**src/sv/apdu_command_parser_top_defines.svh**
```systemverilog
// assertion macros shared by the parser rtl
`ifndef APDU_COMMAND_PARSER_TOP_DEFINES_SVH
`define APDU_COMMAND_PARSER_TOP_DEFINES_SVH

// same-cycle implication, checked outside reset
`define APCP_ASSERT_NOW(lbl, ante, cons) \
   lbl: assert property (@(posedge clock) disable iff (reset) (ante) |-> (cons)) \
      else $error("apdu parser check failed");

// next-cycle implication, checked outside reset
`define APCP_ASSERT_NEXT(lbl, ante, cons) \
   lbl: assert property (@(posedge clock) disable iff (reset) (ante) |=> (cons)) \
      else $error("apdu parser check failed");

`endif

```
**src/sv/apcp_pkg.sv**
```systemverilog
`timescale 1ns / 1ps
`default_nettype none

package apcp_pkg;

   // one byte of the command stream
   typedef struct packed {
      logic [7:0] apdu_byte;
      logic       end_of_apdu;
   } req_type;

   // one result: data byte or end-of-command summary
   typedef struct packed {
      logic        kind;
      logic [7:0]  data_byte;
      logic [7:0]  class_byte;
      logic [7:0]  instr_byte;
      logic [7:0]  param_one;
      logic [7:0]  param_two;
      logic [15:0] cmd_data_len;
      logic [16:0] max_rsp_len;
      logic [1:0]  status;
      logic        is_last;
   } rsp_type;

   typedef enum logic [2:0] {
      PH_HEADER,
      PH_FIRST,
      PH_EXTLEN,
      PH_DATA,
      PH_TRAILER,
      PH_ERROR
   } phase_type;

   localparam logic [1:0] ST_OK     = 2'd0;
   localparam logic [1:0] ST_SHORT  = 2'd1;
   localparam logic [1:0] ST_BADLEN = 2'd2;

   localparam logic KIND_DATA    = 1'b0;
   localparam logic KIND_SUMMARY = 1'b1;

   // Ne values for a zero Le byte
   localparam logic [16:0] NE_SHORT_ZERO = 17'd256;
   localparam logic [16:0] NE_EXT_ZERO   = 17'd65536;

   localparam logic [1:0] TRAILER_MAX = 2'd3;

   // result queue: room for two results from one request plus slack
   localparam int QUEUE_DEPTH = 4;
   localparam int QUEUE_AW    = $clog2(QUEUE_DEPTH);
   localparam int QUEUE_CW    = $clog2(QUEUE_DEPTH + 1);

endpackage

`default_nettype wire

```
**src/sv/apdu_command_parser_top.sv**
```systemverilog
`timescale 1ns / 1ps
`default_nettype none
// Streaming command APDU parser.
// Request channel (req_valid / req_ready / req_payload): one APDU byte per
// request, with end_of_apdu set on the final byte of a command.
// Response channel (rsp_valid / rsp_ready / rsp_payload): kind 0 carries a
// command data byte, kind 1 the end-of-command summary (CLA, INS, P1, P2,
// Nc, Ne and status). is_last marks the final response caused by a request.
// A request is parsed in the cycle it is accepted and its responses are
// written into a four-entry response queue; the first one is offered on
// rsp_valid in the next cycle if the queue was empty. One request per
// cycle is taken while the queue holds at most two entries, so the
// sustained rate is one byte per cycle; the last data byte with end
// mark yields two responses, drained one per cycle while rsp_ready is high.
// A stalled receiver fills the queue; req_ready drops when fewer than two
// entries are free and rises again as responses are taken.
// Synchronous reset empties the queue and returns the parser to the header
// phase with all length and header state cleared; the state also returns
// there after every summary.
module apdu_command_parser_top (
   input  wire                 clock,
   input  wire                 reset,
   input  wire                 req_valid,
   output logic                req_ready,
   input  wire apcp_pkg::req_type req_payload,
   output logic                rsp_valid,
   input  wire                 rsp_ready,
   output apcp_pkg::rsp_type   rsp_payload
);
   import apcp_pkg::*;

   `include "apdu_command_parser_top_defines.svh"

   // parser state
   phase_type        phase_ff, phase_in;
   logic [1:0]       pos_ff, pos_in;
   logic [3:0][7:0]  hdr_ff, hdr_in;
   logic             lc_ext_ff, lc_ext_in;
   logic [15:0]      dcount_ff, dcount_in;
   logic [15:0]      remain_ff, remain_in;
   logic [15:0]      tbytes_ff, tbytes_in;
   logic [1:0]       tcount_ff, tcount_in;

   // response queue
   rsp_type                  queue_ff [QUEUE_DEPTH];
   logic [QUEUE_AW-1:0]      wr_ptr_ff, wr_ptr_in;
   logic [QUEUE_AW-1:0]      rd_ptr_ff, rd_ptr_in;
   logic [QUEUE_CW-1:0]      count_ff, count_in;

   logic        req_fire, rsp_fire;
   logic        fin, emit_data;
   logic [15:0] nc;
   logic [16:0] ne;
   logic [1:0]  st;
   logic [15:0] tb_shift;
   logic [1:0]  tc_step;
   logic [1:0]  want;
   logic [7:0]  b;
   logic        e;
   logic [1:0]  push_n;
   rsp_type     data_res, sum_res, res0, res1;

   assign b        = req_payload.apdu_byte;
   assign e        = req_payload.end_of_apdu;
   assign req_fire = req_valid && req_ready;
   assign rsp_fire = rsp_valid && rsp_ready;

   // accept while two free entries remain
   assign req_ready   = (count_ff <= QUEUE_CW'(QUEUE_DEPTH - 2));
   assign rsp_valid   = (count_ff != '0);
   assign rsp_payload = queue_ff[rd_ptr_ff];

   // per-byte parse: next state and the summary fields
   always_comb begin
      phase_in  = phase_ff;
      pos_in    = pos_ff;
      hdr_in    = hdr_ff;
      lc_ext_in = lc_ext_ff;
      dcount_in = dcount_ff;
      remain_in = remain_ff;
      tbytes_in = tbytes_ff;
      tcount_in = tcount_ff;
      fin       = 1'b0;
      emit_data = 1'b0;
      nc        = '0;
      ne        = '0;
      st        = ST_OK;
      tb_shift  = {tbytes_ff[7:0], b};
      tc_step   = (tcount_ff == TRAILER_MAX) ? TRAILER_MAX : tcount_ff + 2'd1;
      want      = lc_ext_ff ? 2'd2 : 2'd1;

      unique case (phase_ff)
         PH_HEADER: begin
            hdr_in[2'd3 - pos_ff] = b;
            pos_in = pos_ff + 2'd1;
            if (pos_ff == 2'd3) begin
               phase_in = PH_FIRST;
            end
            if (e) begin
               fin = 1'b1;
               st  = (pos_ff != 2'd3) ? ST_SHORT : ST_OK;
            end
         end
         PH_FIRST: begin
            if (e) begin
               fin = 1'b1;
               ne  = (b != 8'h00) ? {9'd0, b} : NE_SHORT_ZERO;
            end else if (b == 8'h00) begin
               phase_in  = PH_EXTLEN;
               tbytes_in = '0;
               tcount_in = '0;
            end else begin
               lc_ext_in = 1'b0;
               remain_in = {8'd0, b};
               phase_in  = PH_DATA;
            end
         end
         PH_EXTLEN: begin
            tbytes_in = tb_shift;
            tcount_in = tcount_ff + 2'd1;
            if (tcount_ff == 2'd0) begin
               if (e) begin
                  fin = 1'b1;
                  st  = ST_BADLEN;
               end
            end else if (e) begin
               fin = 1'b1;
               ne  = (tb_shift != 16'd0) ? {1'b0, tb_shift} : NE_EXT_ZERO;
            end else begin
               lc_ext_in = 1'b1;
               remain_in = tb_shift;
               tbytes_in = '0;
               tcount_in = '0;
               phase_in  = (tb_shift == 16'd0) ? PH_ERROR : PH_DATA;
            end
         end
         PH_DATA: begin
            emit_data = 1'b1;
            dcount_in = dcount_ff + 16'd1;
            remain_in = remain_ff - 16'd1;
            if (remain_ff == 16'd1) begin
               phase_in  = PH_TRAILER;
               tbytes_in = '0;
               tcount_in = '0;
               if (e) begin
                  fin = 1'b1;
                  nc  = dcount_ff + 16'd1;
               end
            end else if (e) begin
               fin = 1'b1;
               nc  = dcount_ff + 16'd1;
               st  = ST_BADLEN;
            end
         end
         PH_TRAILER: begin
            tbytes_in = tb_shift;
            tcount_in = tc_step;
            nc        = dcount_ff;
            if (tc_step > want) begin
               if (e) begin
                  fin = 1'b1;
                  st  = ST_BADLEN;
               end else begin
                  phase_in = PH_ERROR;
               end
            end else if (e) begin
               fin = 1'b1;
               if (tc_step == want) begin
                  if (!lc_ext_ff) begin
                     ne = (b != 8'h00) ? {9'd0, b} : NE_SHORT_ZERO;
                  end else begin
                     ne = (tb_shift != 16'd0) ? {1'b0, tb_shift} : NE_EXT_ZERO;
                  end
               end else begin
                  st = ST_BADLEN;
               end
            end
         end
         default: begin
            phase_in = PH_ERROR;
            if (e) begin
               fin = 1'b1;
               nc  = dcount_ff;
               st  = ST_BADLEN;
            end
         end
      endcase

      // error statuses drop Ne; a short header also drops Nc
      if (st != ST_OK) begin
         ne = '0;
      end
      if (st == ST_SHORT) begin
         nc = '0;
      end

      // a summary returns the parser to its reset state
      if (fin) begin
         phase_in  = PH_HEADER;
         pos_in    = '0;
         hdr_in    = '0;
         lc_ext_in = 1'b0;
         dcount_in = '0;
         remain_in = '0;
         tbytes_in = '0;
         tcount_in = '0;
      end
   end

   // build the responses of this request
   always_comb begin
      data_res           = '0;
      data_res.kind      = KIND_DATA;
      data_res.data_byte = b;
      data_res.is_last   = !fin;

      sum_res              = '0;
      sum_res.kind         = KIND_SUMMARY;
      sum_res.class_byte   = hdr_ff[3];
      sum_res.instr_byte   = hdr_ff[2];
      sum_res.param_one    = hdr_ff[1];
      sum_res.param_two    = hdr_ff[0];
      if (phase_ff == PH_HEADER) begin
         unique case (pos_ff)
            2'd0: sum_res.class_byte = b;
            2'd1: sum_res.instr_byte = b;
            2'd2: sum_res.param_one  = b;
            default: sum_res.param_two = b;
         endcase
      end
      sum_res.cmd_data_len = nc;
      sum_res.max_rsp_len  = ne;
      sum_res.status       = st;
      sum_res.is_last      = 1'b1;

      res0   = emit_data ? data_res : sum_res;
      res1   = sum_res;
      push_n = req_fire ? ({1'b0, emit_data} + {1'b0, fin}) : 2'd0;
   end

   // queue pointers and fill count
   always_comb begin
      wr_ptr_in = wr_ptr_ff + QUEUE_AW'(push_n);
      rd_ptr_in = rd_ptr_ff + QUEUE_AW'(rsp_fire);
      count_in  = count_ff + QUEUE_CW'(push_n) - QUEUE_CW'(rsp_fire);
   end

   // control and parser registers
   always_ff @(posedge clock) begin
      if (reset) begin
         phase_ff  <= PH_HEADER;
         pos_ff    <= '0;
         hdr_ff    <= '0;
         lc_ext_ff <= 1'b0;
         dcount_ff <= '0;
         remain_ff <= '0;
         tbytes_ff <= '0;
         tcount_ff <= '0;
         wr_ptr_ff <= '0;
         rd_ptr_ff <= '0;
         count_ff  <= '0;
      end else begin
         if (req_fire) begin
            phase_ff  <= phase_in;
            pos_ff    <= pos_in;
            hdr_ff    <= hdr_in;
            lc_ext_ff <= lc_ext_in;
            dcount_ff <= dcount_in;
            remain_ff <= remain_in;
            tbytes_ff <= tbytes_in;
            tcount_ff <= tcount_in;
         end
         wr_ptr_ff <= wr_ptr_in;
         rd_ptr_ff <= rd_ptr_in;
         count_ff  <= count_in;
      end
   end

   // queue storage
   always_ff @(posedge clock) begin
      if (push_n != 2'd0) begin
         queue_ff[wr_ptr_ff] <= res0;
      end
      if (push_n == 2'd2) begin
         queue_ff[wr_ptr_ff + QUEUE_AW'(1)] <= res1;
      end
   end

   // checks
   `APCP_ASSERT_NOW(a_queue_bound, 1'b1, count_ff <= QUEUE_CW'(QUEUE_DEPTH))
   `APCP_ASSERT_NEXT(a_summary_clears, req_fire && fin,
      phase_ff == PH_HEADER && pos_ff == 2'd0 && dcount_ff == 16'd0)
   `APCP_ASSERT_NOW(a_error_no_data, req_fire && phase_ff == PH_ERROR, !emit_data)
   `APCP_ASSERT_NEXT(a_push_visible, req_fire && fin, rsp_valid)

endmodule

`default_nettype wire
```
**config.mk**
```make
export PLATFORM = sky130hd
export DESIGN_NAME = apdu_command_parser_top
export DESIGN_NICKNAME = d
export VERILOG_FILES = /design/src/sv/apcp_pkg.sv /design/src/sv/apdu_command_parser_top.sv
export VERILOG_INCLUDE_DIRS = /design/src /design/src/sv
export SDC_FILE = /design/constraint.sdc
export NUM_CORES = 1
export LEC_CHECK = 0
export ABC_AREA = 1
export BUFFER_PORTS_ARGS = -buffer_cell sky130_fd_sc_hd__buf_2
export CAP_MARGIN = 20
export CORE_UTILIZATION = 52
export CTS_CLUSTER_SIZE = 20
export DETAILED_ROUTE_END_ITERATION = 8
export PLACE_DENSITY_LB_ADDON = 0.25
export RECOVER_POWER = 100
export SYNTH_ARGS = -nofsm -noshare
export SYNTH_HDL_FRONTEND = slang
export SYNTH_SLANG_ARGS = --single-unit
```
**constraint.sdc**
```tcl
create_clock -name clock -period 5.4 [get_ports clock]
set_input_delay 0 -clock clock [delete_from_list [all_inputs] [get_ports clock]]
set_output_delay 0 -clock clock [all_outputs]
set_load 0.1 [all_outputs]
```
======== Word-level counts from Yosys, hierarchy flattened ========
Memories as Yosys holds them, arrays and structs flattened. A register that Yosys moved wholly into a read port is not among the register bits.
Cells that the tools add are included.
W data, S select, Z words.
word-level totals
  register bits ........................... 87
  bits in writable memories ............... 308
  output and inout bits ................... 79
  memories ................................ 1
cells by class
  $add $sub $neg .......................... 11
  order comparisons ....................... 4
  eq/ne operators ......................... 22
  multiplexer cells ....................... 86
  reduce and logical (&&, ||, !) cells .... 27
memories
  name      words  bits a word  rd ports  clocked after memory_dff  wr ports  line                           source
  queue_ff  4      77           1         1                         2         apdu_command_parser_top.sv:45  rsp_type queue_ff [QUEUE_DEPTH];
operators by type and width
  kind                     count
  $mux W16                 10
  $mux W17                 8
  $mux W32                 3
  $pmux W16 S3             2
  $mux W8                  11
  $mux W77                 1
  $pmux W17 S3             1
  $mux W2                  18
  $bwmux W32               1
  $pmux W8 S4              1
  $mux W3                  9
  $ne A3 B3 Y1 const B     9
  $mux W9                  2
  $add A16 B1 Y16 const B  1
  $demux W8 S2             1
  $eq A16 B1 Y1 const B    1
  $logic_not A16 Y1        1
  $reduce_bool A16 Y1      1
  $sub A16 B1 Y16 const B  1
  $pmux W3 S5              1
  $mux W1                  14
  $reduce_and A6 Y1        2
  $pmux W2 S5              1
  $eq A2 B2 Y1 const B     4
  33 further kinds         46

======== Longest topological paths before layout ========
Gate-level depths: netlist (run 1).
  word-level depth ........................ 10
  depth in mapped cells ................... 17
  mapped depth without buffers ............ 16

======== Worst setup path before layout (run 1) ========
OpenSTA, ideal clock, no wires.
  path kind ............................... reg-to-reg
  start ................................... register phase_ff[2]
  end ..................................... memory queue_ff[1][10] (netlist name) (enable)
  library setup time ...................... 0.718 ns
  arrival ................................. 2.953 ns
  required time ........................... 4.682 ns
  path slack .............................. 1.729 ns
  cell stages (with the launch flop) ...... 13
  buffers on the path ..................... 2
  clock period less this slack ............ 3.671 ns
  cell sequence ........................... dfxtp_1 -> inv_2 -> nand2_1 -> nor2_4 -> inv_2 -> buf_2 -> ha_1 -> inv_1 -> nand2_1 -> inv_1 -> nand2_1 -> clkbuf_1 -> nand2_1
RTL lines
  item                      line                            source
  start: declaration        apdu_command_parser_top.sv:35   phase_type phase_ff, phase_in;
  start signal: assignment  apdu_command_parser_top.sv:264  phase_ff <= phase_in;
  end: declaration          apdu_command_parser_top.sv:45

==> results by group, run 1 <==
Synthesis
  • Largest cells by area after synthesis: edfxtp_1, dfxtp_1, nor2_1
  • Most numerous cell in the Yosys netlist: nor2_1
  • Register area share after synthesis: 57.3%
  • Post-Syn Nets: 2,149
  • Share of the synthesized area in the top cell type: 43.5%
  • Yosys warns: 0
  • Synth area leader: edfxtp_1
  • Avg Cell Area, Syn: 8.74 sq um
  • Asr flop ratio synth: 0%
  • Synth top cells by count: nor2_1, edfxtp_1, nand2_1, o21ai_0, dfxtp_1
  • Netlist cell types: 41
  • Most used DFF post-synth: edfxtp_1
  • EDFF count, synth: 268
  • Synthesized area: 18,500 sq um
  • #FFs+latches synth: 395
  • Post-Synthesis Cells: 2,116

Power and ir drop
  • Leakage: 0.00756 uW
  • Peak VDD IR: 490 uV
  • Pwr Density: 580 nW/um^2

Placed design
  • Post-DP HPWL: 29,900 microns
  • Port Buf Inserts: 91
  • Dpl cells: 2,559
  • Gpl congestion: 0.950

Route
  • Vias per cell: 5.80
  • First-pass DRT Iterations: 5
  • Per-cell routed wire length: 19.0 microns
  • DRC Markers: 0
  • DRT iter0 DRCs: 1,400
  • Drt total wl: 50,200 microns
  • Antenna Violating Nets Remaining: 0
  • Vias: 15,300

Global routing
  • Largest net degree at the start of global routing: 92
  • GR peak layer: met2
  • Gr usage total: 27.8%
  • GRT met2 Usage: 44.9%
  • Vias in the first global route: 14,400
  • Grt ovf: 0
  • First-pass GRT wire length: 78,100 microns
  • Met3 usage: 4.01%
  • Met1 GRT Util: 38.0%
  • Initial antenna violation count: 1

Timing
  • RSZ-0062 raised after global routing: false
  • Worst Hold Margin: 0.0258 ns
  • Final period util: 79.8%
  • Final Max Slew Viols: 107
  • Worst slew pin tran: 1.82 ns
  • Final setup fails: 0
  • Setup total negative slack: 0 ns
  • Final Skew: 0.0218 ns
  • Max Fclk: 232 MHz
  • Tmin final: 4.31 ns
  • Final Hold Viols: 0
  • Slew Limit Headroom: -21.3%

Setup path
  • RR Startpoint: phase_ff[2]$_SDFFE_PP0P_
  • Crit-path max FO: 32
  • Worst endpoint required time: 5.54 ns
  • R2R Path End: queue_ff[1][6]$_DFFE_PP_
  • Arr. time, crit path: 4.45 ns
  • R2r setup slk: 1.09 ns
  • Worst r2r path cells: 12
  • Setup CP Type: flip-flop to flip-flop
  • Startpoint types: flip-flop
  • CP endpoint kind: flip-flop

Clocking
  • Resized cells post-CTS: 0
  • Num CTS Buffers: 40
  • H-Tree Depth: 2
  • Clock Path Buffers: 3
  • Clock latency on the worst-skew pair: 0.54 ns
  • TritonCTS clock tree: yes
  • Worst-path clk slew: 0.06 ns
  • Root buf cell: clkbuf_16
  • Clock sinks: 395

Floorplan
  • Horiz. Die Dim: 191 microns
  • Die span in y: 191 microns
  • Top-Level Pins: 92
  • Total core area: 34,800 sq um
  • Core Rows: 68
  • Die area: 36,300 sq um
  • Initial Util: 53.1%

Hold path
  • Worst hold endpoint: remain_ff[1]$_SDFFE_PP0P_
  • Worst hold path stage count: 5
  • Hold/Removal Path Class: input pin to flip-flop
  • Worst hold start: req_payload[2]

Finish
  • Fill cell count: 3,066
  • Fin cells: 2,642
  • Share of post-route cells with drive strength above 1: 5.22%
  • Final nets: 2,187
  • Area Overhead vs Synth: 10.4%

Run
  • Max Cap Viol: 2

Run status
  • Failing checks: capacitance limit, slew limit
  • Status: finished, violations left
==> per-layer routing <==
| metal | part of all wire [%] | vias to the layer above |
|---|---|---|
| met4 | 3.3 | 0 |
| met2 | 47 | 615 |
| met5 | 0 | - |
| li1 | - | 7249 |
| met3 | 7.0 | 102 |
| met1 | 43 | 7370 |
==> flip-flops by register name, summed over array words and instances, names as in the netlist, 3 cells and up <==
| name | cells |
|---|---|
| queue_ff | 308 |
| dcount_ff | 16 |
| phase_ff | 3 |
| remain_ff | 16 |
| tbytes_ff | 8 |
| count_ff | 3 |
| hdr_ff | 32 |
==> critical path, cell delays in order (launching register included) <==
cell	delay (ns)
dfxtp_1	0.32
inv_1	0.15
nand2_1	0.15
nor2_4	0.10
buf_4	0.30
inv_1	0.31
ha_1	0.39
inv_1	0.08
nand2_1	0.07
inv_1	0.09
nand2_1	0.29
nand2_4	0.61
clkbuf_1	1.02
==> metrics by stage <==
stage	setup slack [ns]	utilization, %	instance area (sq um)	total power, uW
5_1_grt	0.772	58.7	20400	12300
3_5_place_dp	1.80	55.0	19200	9140
6_report	1.09	58.7	20400	11800
4_1_cts	1.77	59.1	20600	12000
2_1_floorplan	1.73	-	18500	8150
3_3_place_gp	1.90	55.0	19200	9080
==> power by group <==
group	switching [uW]	internal (uW)	total, uW
Combinational	4520	783	5300
Clock	1150	1690	2840
Sequential	154	3540	3700
==> layout by cell type, fill, tap and decap left out, drive strengths merged, types with 5 or more instances in the layout <==
cell / Yosys / layout
a211oi: 5 / 5
a21oi: 118 / 118
a22oi: 7 / 7
buf: 52 / 28
clkbuf: 70 / 137
clkinv: 5 / 25
dfxtp: 127 / 127
dlygate4sd3: 0 / 6
edfxtp: 268 / 268
ha: 19 / 19
inv: 128 / 125
nand2: 275 / 275
nand3: 62 / 62
nor2: 557 / 557
nor3: 24 / 24
nor4: 16 / 16
o21ai: 274 / 274
o22ai: 80 / 80
xor2: 10 / 10
==> cell type report <==
cell class / instances / area (sq um) / share of cell area, %
multi-input combinational: 1466 / 6780 / 33.2
inverter: 133 / 505 / 2.48
clock buffer: 53 / 1150 / 5.64
sequential: 395 / 10600 / 51.9
timing repair buffer: 118 / 618 / 3.03
tap: 455 / 569 / 2.79
antenna: 1 / 2.50 / 0.0123
clock inverter: 21 / 203 / 0.993
==> worst max path at each step <==
stage | start | end | slack (ns) | depth (start not counted)
after floorplan | phase_ff[2]$_SDFFE_PP0P_ | queue_ff[1][10]$_DFFE_PP_ | 1.73 | 12
after global placement | phase_ff[2]$_SDFFE_PP0P_ | queue_ff[2][26]$_DFFE_PP_ | 1.90 | 12
after detailed placement | phase_ff[1]$_SDFFE_PP0P_ | queue_ff[2][26]$_DFFE_PP_ | 1.80 | 11
after CTS | phase_ff[1]$_SDFFE_PP0P_ | queue_ff[3][34]$_DFFE_PP_ | 1.77 | 12
after global routing | phase_ff[2]$_SDFFE_PP0P_ | queue_ff[1][6]$_DFFE_PP_ | 0.77 | 12
final | phase_ff[2]$_SDFFE_PP0P_ | queue_ff[1][6]$_DFFE_PP_ | 1.09 | 12
==> kinds of logic after synthesis <==
group                    synth area share (%)
adder cells (fa/ha/maj)                  1.39
AND/OR/NAND/NOR                          20.4
XOR/XNOR                                0.616
flip-flops                               57.3
buffers and inverters                    5.95
AO/OA/AOI/OAI                            14.4
==> what timing repair did <==
item                      4_1_cts  5_1_grt
hold endpoints to repair       17        0
hold buffers                    6        0
setup buffers                   0        0
Note: power is estimated with default switching activity, not from simulation.
==> inputs of run 2 (changes only) <==
Clock period 5.4 ns to 4.46 ns, I/O delays scaled along.
==> run 2 against run 1 <==
Net effect: the flow still finishes with violations (capacitance limit, slew limit); final cell count increased by 0.30%; hold slack worse by 0.00060 ns; combinational power is 23% higher; cell area is 1.2% higher; sequential cell count stayed put; sequential share of layout area is 0.59 points lower; power is 24% higher; count of clock-buffer cells in the layout increased by 7; register-to-register slack lost 0.40 ns; core utilization increased by 0.70 points; worst setup slack lost 0.57 ns; critical path type is now flip-flop to output pin; largest cell class unchanged; highest routed layer unchanged.
==> results by group, run 2 (synthesis results as in run 1) <==
Floorplan
  • Die span in y: 191 microns
  • Die area: 36,300 sq um
  • Total core area: 34,800 sq um
  • Initial Util: 53.1%
  • Top-Level Pins: 92
  • Core Rows: 68
  • Horiz. Die Dim: 191 microns

Route
  • Per-cell routed wire length: 19.6 microns
  • Vias per cell: 5.82
  • First-pass DRT Iterations: 6
  • Vias: 15,400
  • DRC Markers: 0
  • Antenna Violating Nets Remaining: 0
  • DRT iter0 DRCs: 1,709
  • Drt total wl: 51,900 microns

Finish
  • Commonest non-fill, non-tap cell in the layout: nor2_1
  • Area of the multi-input gates: 6770 sq um
  • Fill cell count: 3,002
  • Final nets: 2,193
  • Largest regs: queue_ff (308), hdr_ff (32)
  • Area Overhead vs Synth: 11.7%
  • Top reg by flops: queue_ff
  • Register area: 10,600 sq um
  • Most frequent cells in the layout: nor2_1, nand2_1, edfxtp_1, o21ai_0, dfxtp_1
  • Largest register FFs: 308
  • Share of post-route cells with drive strength above 1: 7.33%
  • Diodes inserted: 0

Clocking
  • TritonCTS clock tree: yes
  • Clock latency on the worst-skew pair: 0.55 ns
  • CTS Hold Bufs: 4
  • Clock sinks: 395
  • Post-CTS Setup Inserts: 0
  • Clock Path Buffers: 3
  • Root buf cell: clkbuf_16
  • Num CTS Buffers: 43
  • H-Tree Depth: 2
  • Resized cells post-CTS: 0
  • Worst-path clk slew: 0.06 ns

Timing
  • Max Fclk: 254 MHz
  • Final Hold Viols: 0
  • Final setup fails: 0
  • Slew Limit Headroom: -22.6%
  • Final worst slack: 0.517 ns
  • Worst slew pin tran: 1.84 ns
  • Final period util: 88.4%
  • Setup total negative slack: 0 ns
  • Final Max Slew Viols: 161
  • Tmin final: 3.94 ns
  • RSZ-0062 raised after global routing: false
  • Final Skew: 0.0203 ns

Global routing
  • Gr usage total: 28.8%
  • Grt ovf: 0
  • Vias in the first global route: 14,500
  • Largest net degree at the start of global routing: 82
  • First-pass GRT wire length: 81,200 microns
  • Initial antenna violation count: 0

Run status
  • Failing checks: capacitance limit, slew limit
  • Status: finished, violations left

Placed design
  • Pre-CTS setup slack: 1.10 ns
  • Gpl congestion: 0.916
  • Post-DP HPWL: 32,700 microns
  • Port Buf Inserts: 91

Power and ir drop
  • Peak VDD IR: 677 uV
  • Leakage: 0.00774 uW
  • Pwr Density: 713 nW/um^2

Setup path
  • Critical-path top delay cell: clkbuf_2
  • Setup CP Type: flip-flop to output pin
  • Critical-path cell list: clkbuf_2 > o21ai_0 > o22ai_1 > clkbuf_1
  • Arr. time, crit path: 3.94 ns
  • CP max stage delay: 1.32 ns
  • Worst endpoint required time: 4.46 ns
  • CP endpoint kind: output pin
  • Crit-path max FO: 78
  • Startpoint types: flip-flop
  • Critical path buffer and inverter count: 2
  • Delay-heaviest family, CP: buffers and inverters

Hold path
  • Hold/Removal Path Class: input pin to flip-flop

Run
  • Max Cap Viol: 2
-- run 2: cell count changes in the layout (fill, tap and decap cells not counted), moves of 3 or more --
cell,previous run,this run
clkbuf_1,89,64
buf_2,15,37
clkinv_1,18,8
buf_12,4,9
clkbuf_16,42,45
clkbuf_2,0,3
inv_2,8,11
inv_6,0,3
o21ai_0,266,263
o21ai_2,1,4
-- run 2: per-stage QoR --
step	hold WS (ns)	area [sq um]	instances	power (uW)	util (%)
3_5_place_dp	0.347	19300	2564	11200	55.3
3_3_place_gp	0.339	19300	2564	11100	55.3
6_report	0.0252	20700	2650	14700	59.4
5_1_grt	0.0386	20700	2650	15300	59.4
2_1_floorplan	0.156	18500	2116	9870	-
4_1_cts	0.0109	20800	2648	14800	59.7
-- run 2: tightest hold or removal path, stage by stage --
cell and delay [ns]:
buf_2 0.11, o21ai_1 0.19, nor2_1 0.14
-- run 2: where the power goes --
part,leakage [uW],internal [uW],switching (uW)
combinational,0.00338,1010,5520
sequential,0.00364,4290,238
clock,0.000723,2200,1480
-- run 2: worst paths after layout --
path,end,slack [ns],cells after the start,start
max,rsp_payload[67],0.52,4,rd_ptr_ff[1]$_SDFF_PP0_
min,queue_ff[1][50]$_DFFE_PP_,0.03,3,req_payload[7]
max reg2reg,queue_ff[2][27]$_DFFE_PP_,0.69,12,phase_ff[2]$_SDFFE_PP0P_
min reg2reg,hdr_ff[15]$_SDFFE_PP0P_,0.45,2,hdr_ff[15]$_SDFFE_PP0P_
-- run 2: layout make-up --
type / count / area share, %
clock buffer: 60 / 6.06
tap: 455 / 2.76
sequential: 395 / 51.3
multi-input combinational: 1466 / 32.8
inverter: 133 / 2.44
clock inverter: 20 / 1.07
timing repair buffer: 121 / 3.60
-- run 2: layer usage --
layer / vias up / track usage, % / routed length (microns)
met5: - / 0 / 0
met1: 7368 / 39.5 / 22100
met4: 0 / 11.9 / 2250
li1: 7255 / - / -
met3: 129 / 3.24 / 3440
met2: 669 / 46.5 / 24100
==> inputs of run 3 (changes only) <==
Settings changed: CORE_UTILIZATION 52 to 40.
==> run 3 against run 2 <==
Net effect: the flow now finishes without violations; combinational power is 1% lower; clock skew is 0.0019 ns higher; sequential share of layout area is 0.32 points lower; critical path type unchanged; via count is 2.5% lower; die area is 30% higher.
==> results by group, run 3 (synthesis results as in run 1) <==
Clocking
  • H-Tree Depth: 2
  • Resized cells post-CTS: 0
  • Clock Path Buffers: 3
  • Clock latency on the worst-skew pair: 0.58 ns
  • Clock sinks: 395
  • Root buf cell: clkbuf_16
  • TritonCTS clock tree: yes
  • Post-CTS Setup Inserts: 0
  • Worst-path clk slew: 0.06 ns
  • Num CTS Buffers: 42

Setup path
  • Crit. Startpoint: rd_ptr_ff[1]$_SDFF_PP0_
  • Worst r2r path cells: 11
  • Worst endpoint required time: 4.46 ns
  • Crit-path max FO: 44
  • CP endpoint kind: output pin
  • RR Startpoint: phase_ff[2]$_SDFFE_PP0P_
  • Critical-path cell list: clkinv_2 > clkbuf_2 > o21ai_0 > o22ai_1 > clkbuf_1
  • R2r setup slk: 0.73 ns
  • Critical-path top delay cell: clkinv_2
  • R2R Path End: queue_ff[1][45]$_DFFE_PP_
  • Arr. time, crit path: 3.86 ns
  • Startpoint types: flip-flop
  • Setup CP Type: flip-flop to output pin
  • CP max stage delay: 0.85 ns

Timing
  • Final setup fails: 0
  • Final period util: 86.5%
  • Final Skew: 0.0222 ns
  • Tmin final: 3.86 ns
  • RSZ-0062 raised after global routing: false
  • Worst slew pin tran: 1.37 ns
  • Final Max Slew Viols: 0
  • Max Fclk: 259 MHz
  • Slew Limit Headroom: 7.64%
  • Setup total negative slack: 0 ns
  • Final Hold Viols: 0

Power and ir drop
  • Pint: 7490 uW
  • Leakage: 0.00771 uW
  • NetSw: 7170 uW
  • Peak VDD IR: 484 uV
  • PnR Total Power: 14,700 uW
  • Sequential share of power: 31.0%
  • Pwr Density: 705 nW/um^2
  • Comb pwr share: 43.9%
  • Switch share: 48.9%
  • Clock Power Share: 25.1%

Hold path
  • Worst hold start: reset
  • Hold/Removal Path Class: input pin to flip-flop
  • Worst hold endpoint: remain_ff[0]$_SDFFE_PP0P_
  • Worst hold path stage count: 3

Finish
  • Share of post-route cells with drive strength above 1: 6.99%
  • Fill cell count: 4,409
  • Largest register FFs: 308
  • Area of the multi-input gates: 6780 sq um
  • Diodes inserted: 0
  • Top reg by flops: queue_ff
  • Commonest non-fill, non-tap cell in the layout: nor2_1
  • Area Overhead vs Synth: 12.4%
  • Most frequent cells in the layout: nor2_1, edfxtp_1, nand2_1, o21ai_0, dfxtp_1
  • Final nets: 2,188
  • Register area: 10,600 sq um
  • Largest regs: queue_ff (308), hdr_ff (32)

Floorplan
  • Die span in y: 217 microns
  • Initial Util: 40.7%
  • Top-Level Pins: 92
  • Total core area: 45,500 sq um
  • Core Rows: 78
  • Die area: 47,100 sq um
  • Horiz. Die Dim: 217 microns

Route
  • Antenna Violating Nets Remaining: 0
  • Per-cell routed wire length: 18.8 microns
  • Vias: 15,000
  • DRT iter0 DRCs: 1,434
  • DRC Markers: 0
  • Vias per cell: 5.39
  • Drt total wl: 52,500 microns
  • First-pass DRT Iterations: 5

Global routing
  • Grt ovf: 0
  • Gr usage total: 22.3%
  • Vias in the first global route: 14,400
  • First-pass GRT wire length: 81,500 microns
  • Largest net degree at the start of global routing: 108
  • Initial antenna violation count: 0

Placed design
  • Post-DP HPWL: 32,200 microns
  • Gpl congestion: 0.871
  • Port Buf Inserts: 91

Run
  • Max Cap Viol: 0

Run status
  • Status: finished, final reports clean
[run 3: changes by cell type in the layout (fill, tap and decap cells not counted), sizes merged]
| cell | before | now |
|---|---|---|
| clkinv | 17 | 22 |
| buf | 57 | 33 |
| clkbuf | 119 | 127 |
| clkinvlp | 2 | 0 |
| dlygate4sd3 | 5 | 7 |
| inv | 130 | 131 |
| bufinv | 4 | 7 |
[run 3: layer usage]
layer	vias to the layer above	GRT usage, %	wire [microns]
met5	-	0	0
met4	0	6.64	1240
met3	76	3.38	3220
met2	468	36.9	24800
met1	7235	30.0	23200
li1	7262	-	-
[run 3: power by group through the flow]
stage	clock network, uW	registers, uW	logic (uW)
global placement	0	4610	6500
CTS	3740	4550	6560
floorplan	0	4500	5370
global route	3870	4600	6820
finish	3680	4550	6430
detailed placement	0	4620	6540
[run 3: final cells by class]
type	instances	area share [%]
inverters	133	2.44
clock buffers	50	5.40
multi-input cells	1466	32.6
well taps	600	3.61
clock inverters	27	1.54
flip-flops and latches	395	51.0
repair buffers	117	3.44
[run 3: how the worst max path moves through the flow]
stage               cells past startpoint                        end
floorplan                              12  queue_ff[1][10]$_DFFE_PP_
global placement                       12  queue_ff[1][62]$_DFFE_PP_
detailed placement                     12  queue_ff[1][51]$_DFFE_PP_
CTS                                     5            rsp_payload[28]
global route                            5            rsp_payload[71]
finish                                  5            rsp_payload[19]
[run 3: repair_timing]
item,in CTS,in global routing
hold buffers,7,0
setup endpoints to repair,0,0
hold endpoints to repair,24,0
[run 3: worst max-delay path, delay by kind of cell (launching register included)]
| kind | cells | cell delay (ns) |
|---|---|---|
| DFF | 1 | 0.80 |
| buffers and inverters | 3 | 2.08 |
| AOI/OAI and AO/OA | 2 | 0.36 |
[run 3: through the flow]
| stage | std cells | util, % | cell area [sq um] | setup WS, ns | hold slack [ns] |
|---|---|---|---|---|---|
| floorplan | 2116 | - | 18500 | 0.789 | 0.156 |
| global placement | 2702 | 42.6 | 19400 | 1.29 | 0.379 |
| detailed placement | 2703 | 42.7 | 19400 | 1.23 | 0.389 |
| CTS | 2787 | 46.0 | 20900 | 1.02 | 0.000697 |
| global route | 2788 | 45.7 | 20800 | 0.452 | 0.0388 |
| finish | 2788 | 45.7 | 20800 | 0.601 | 0.0360 |
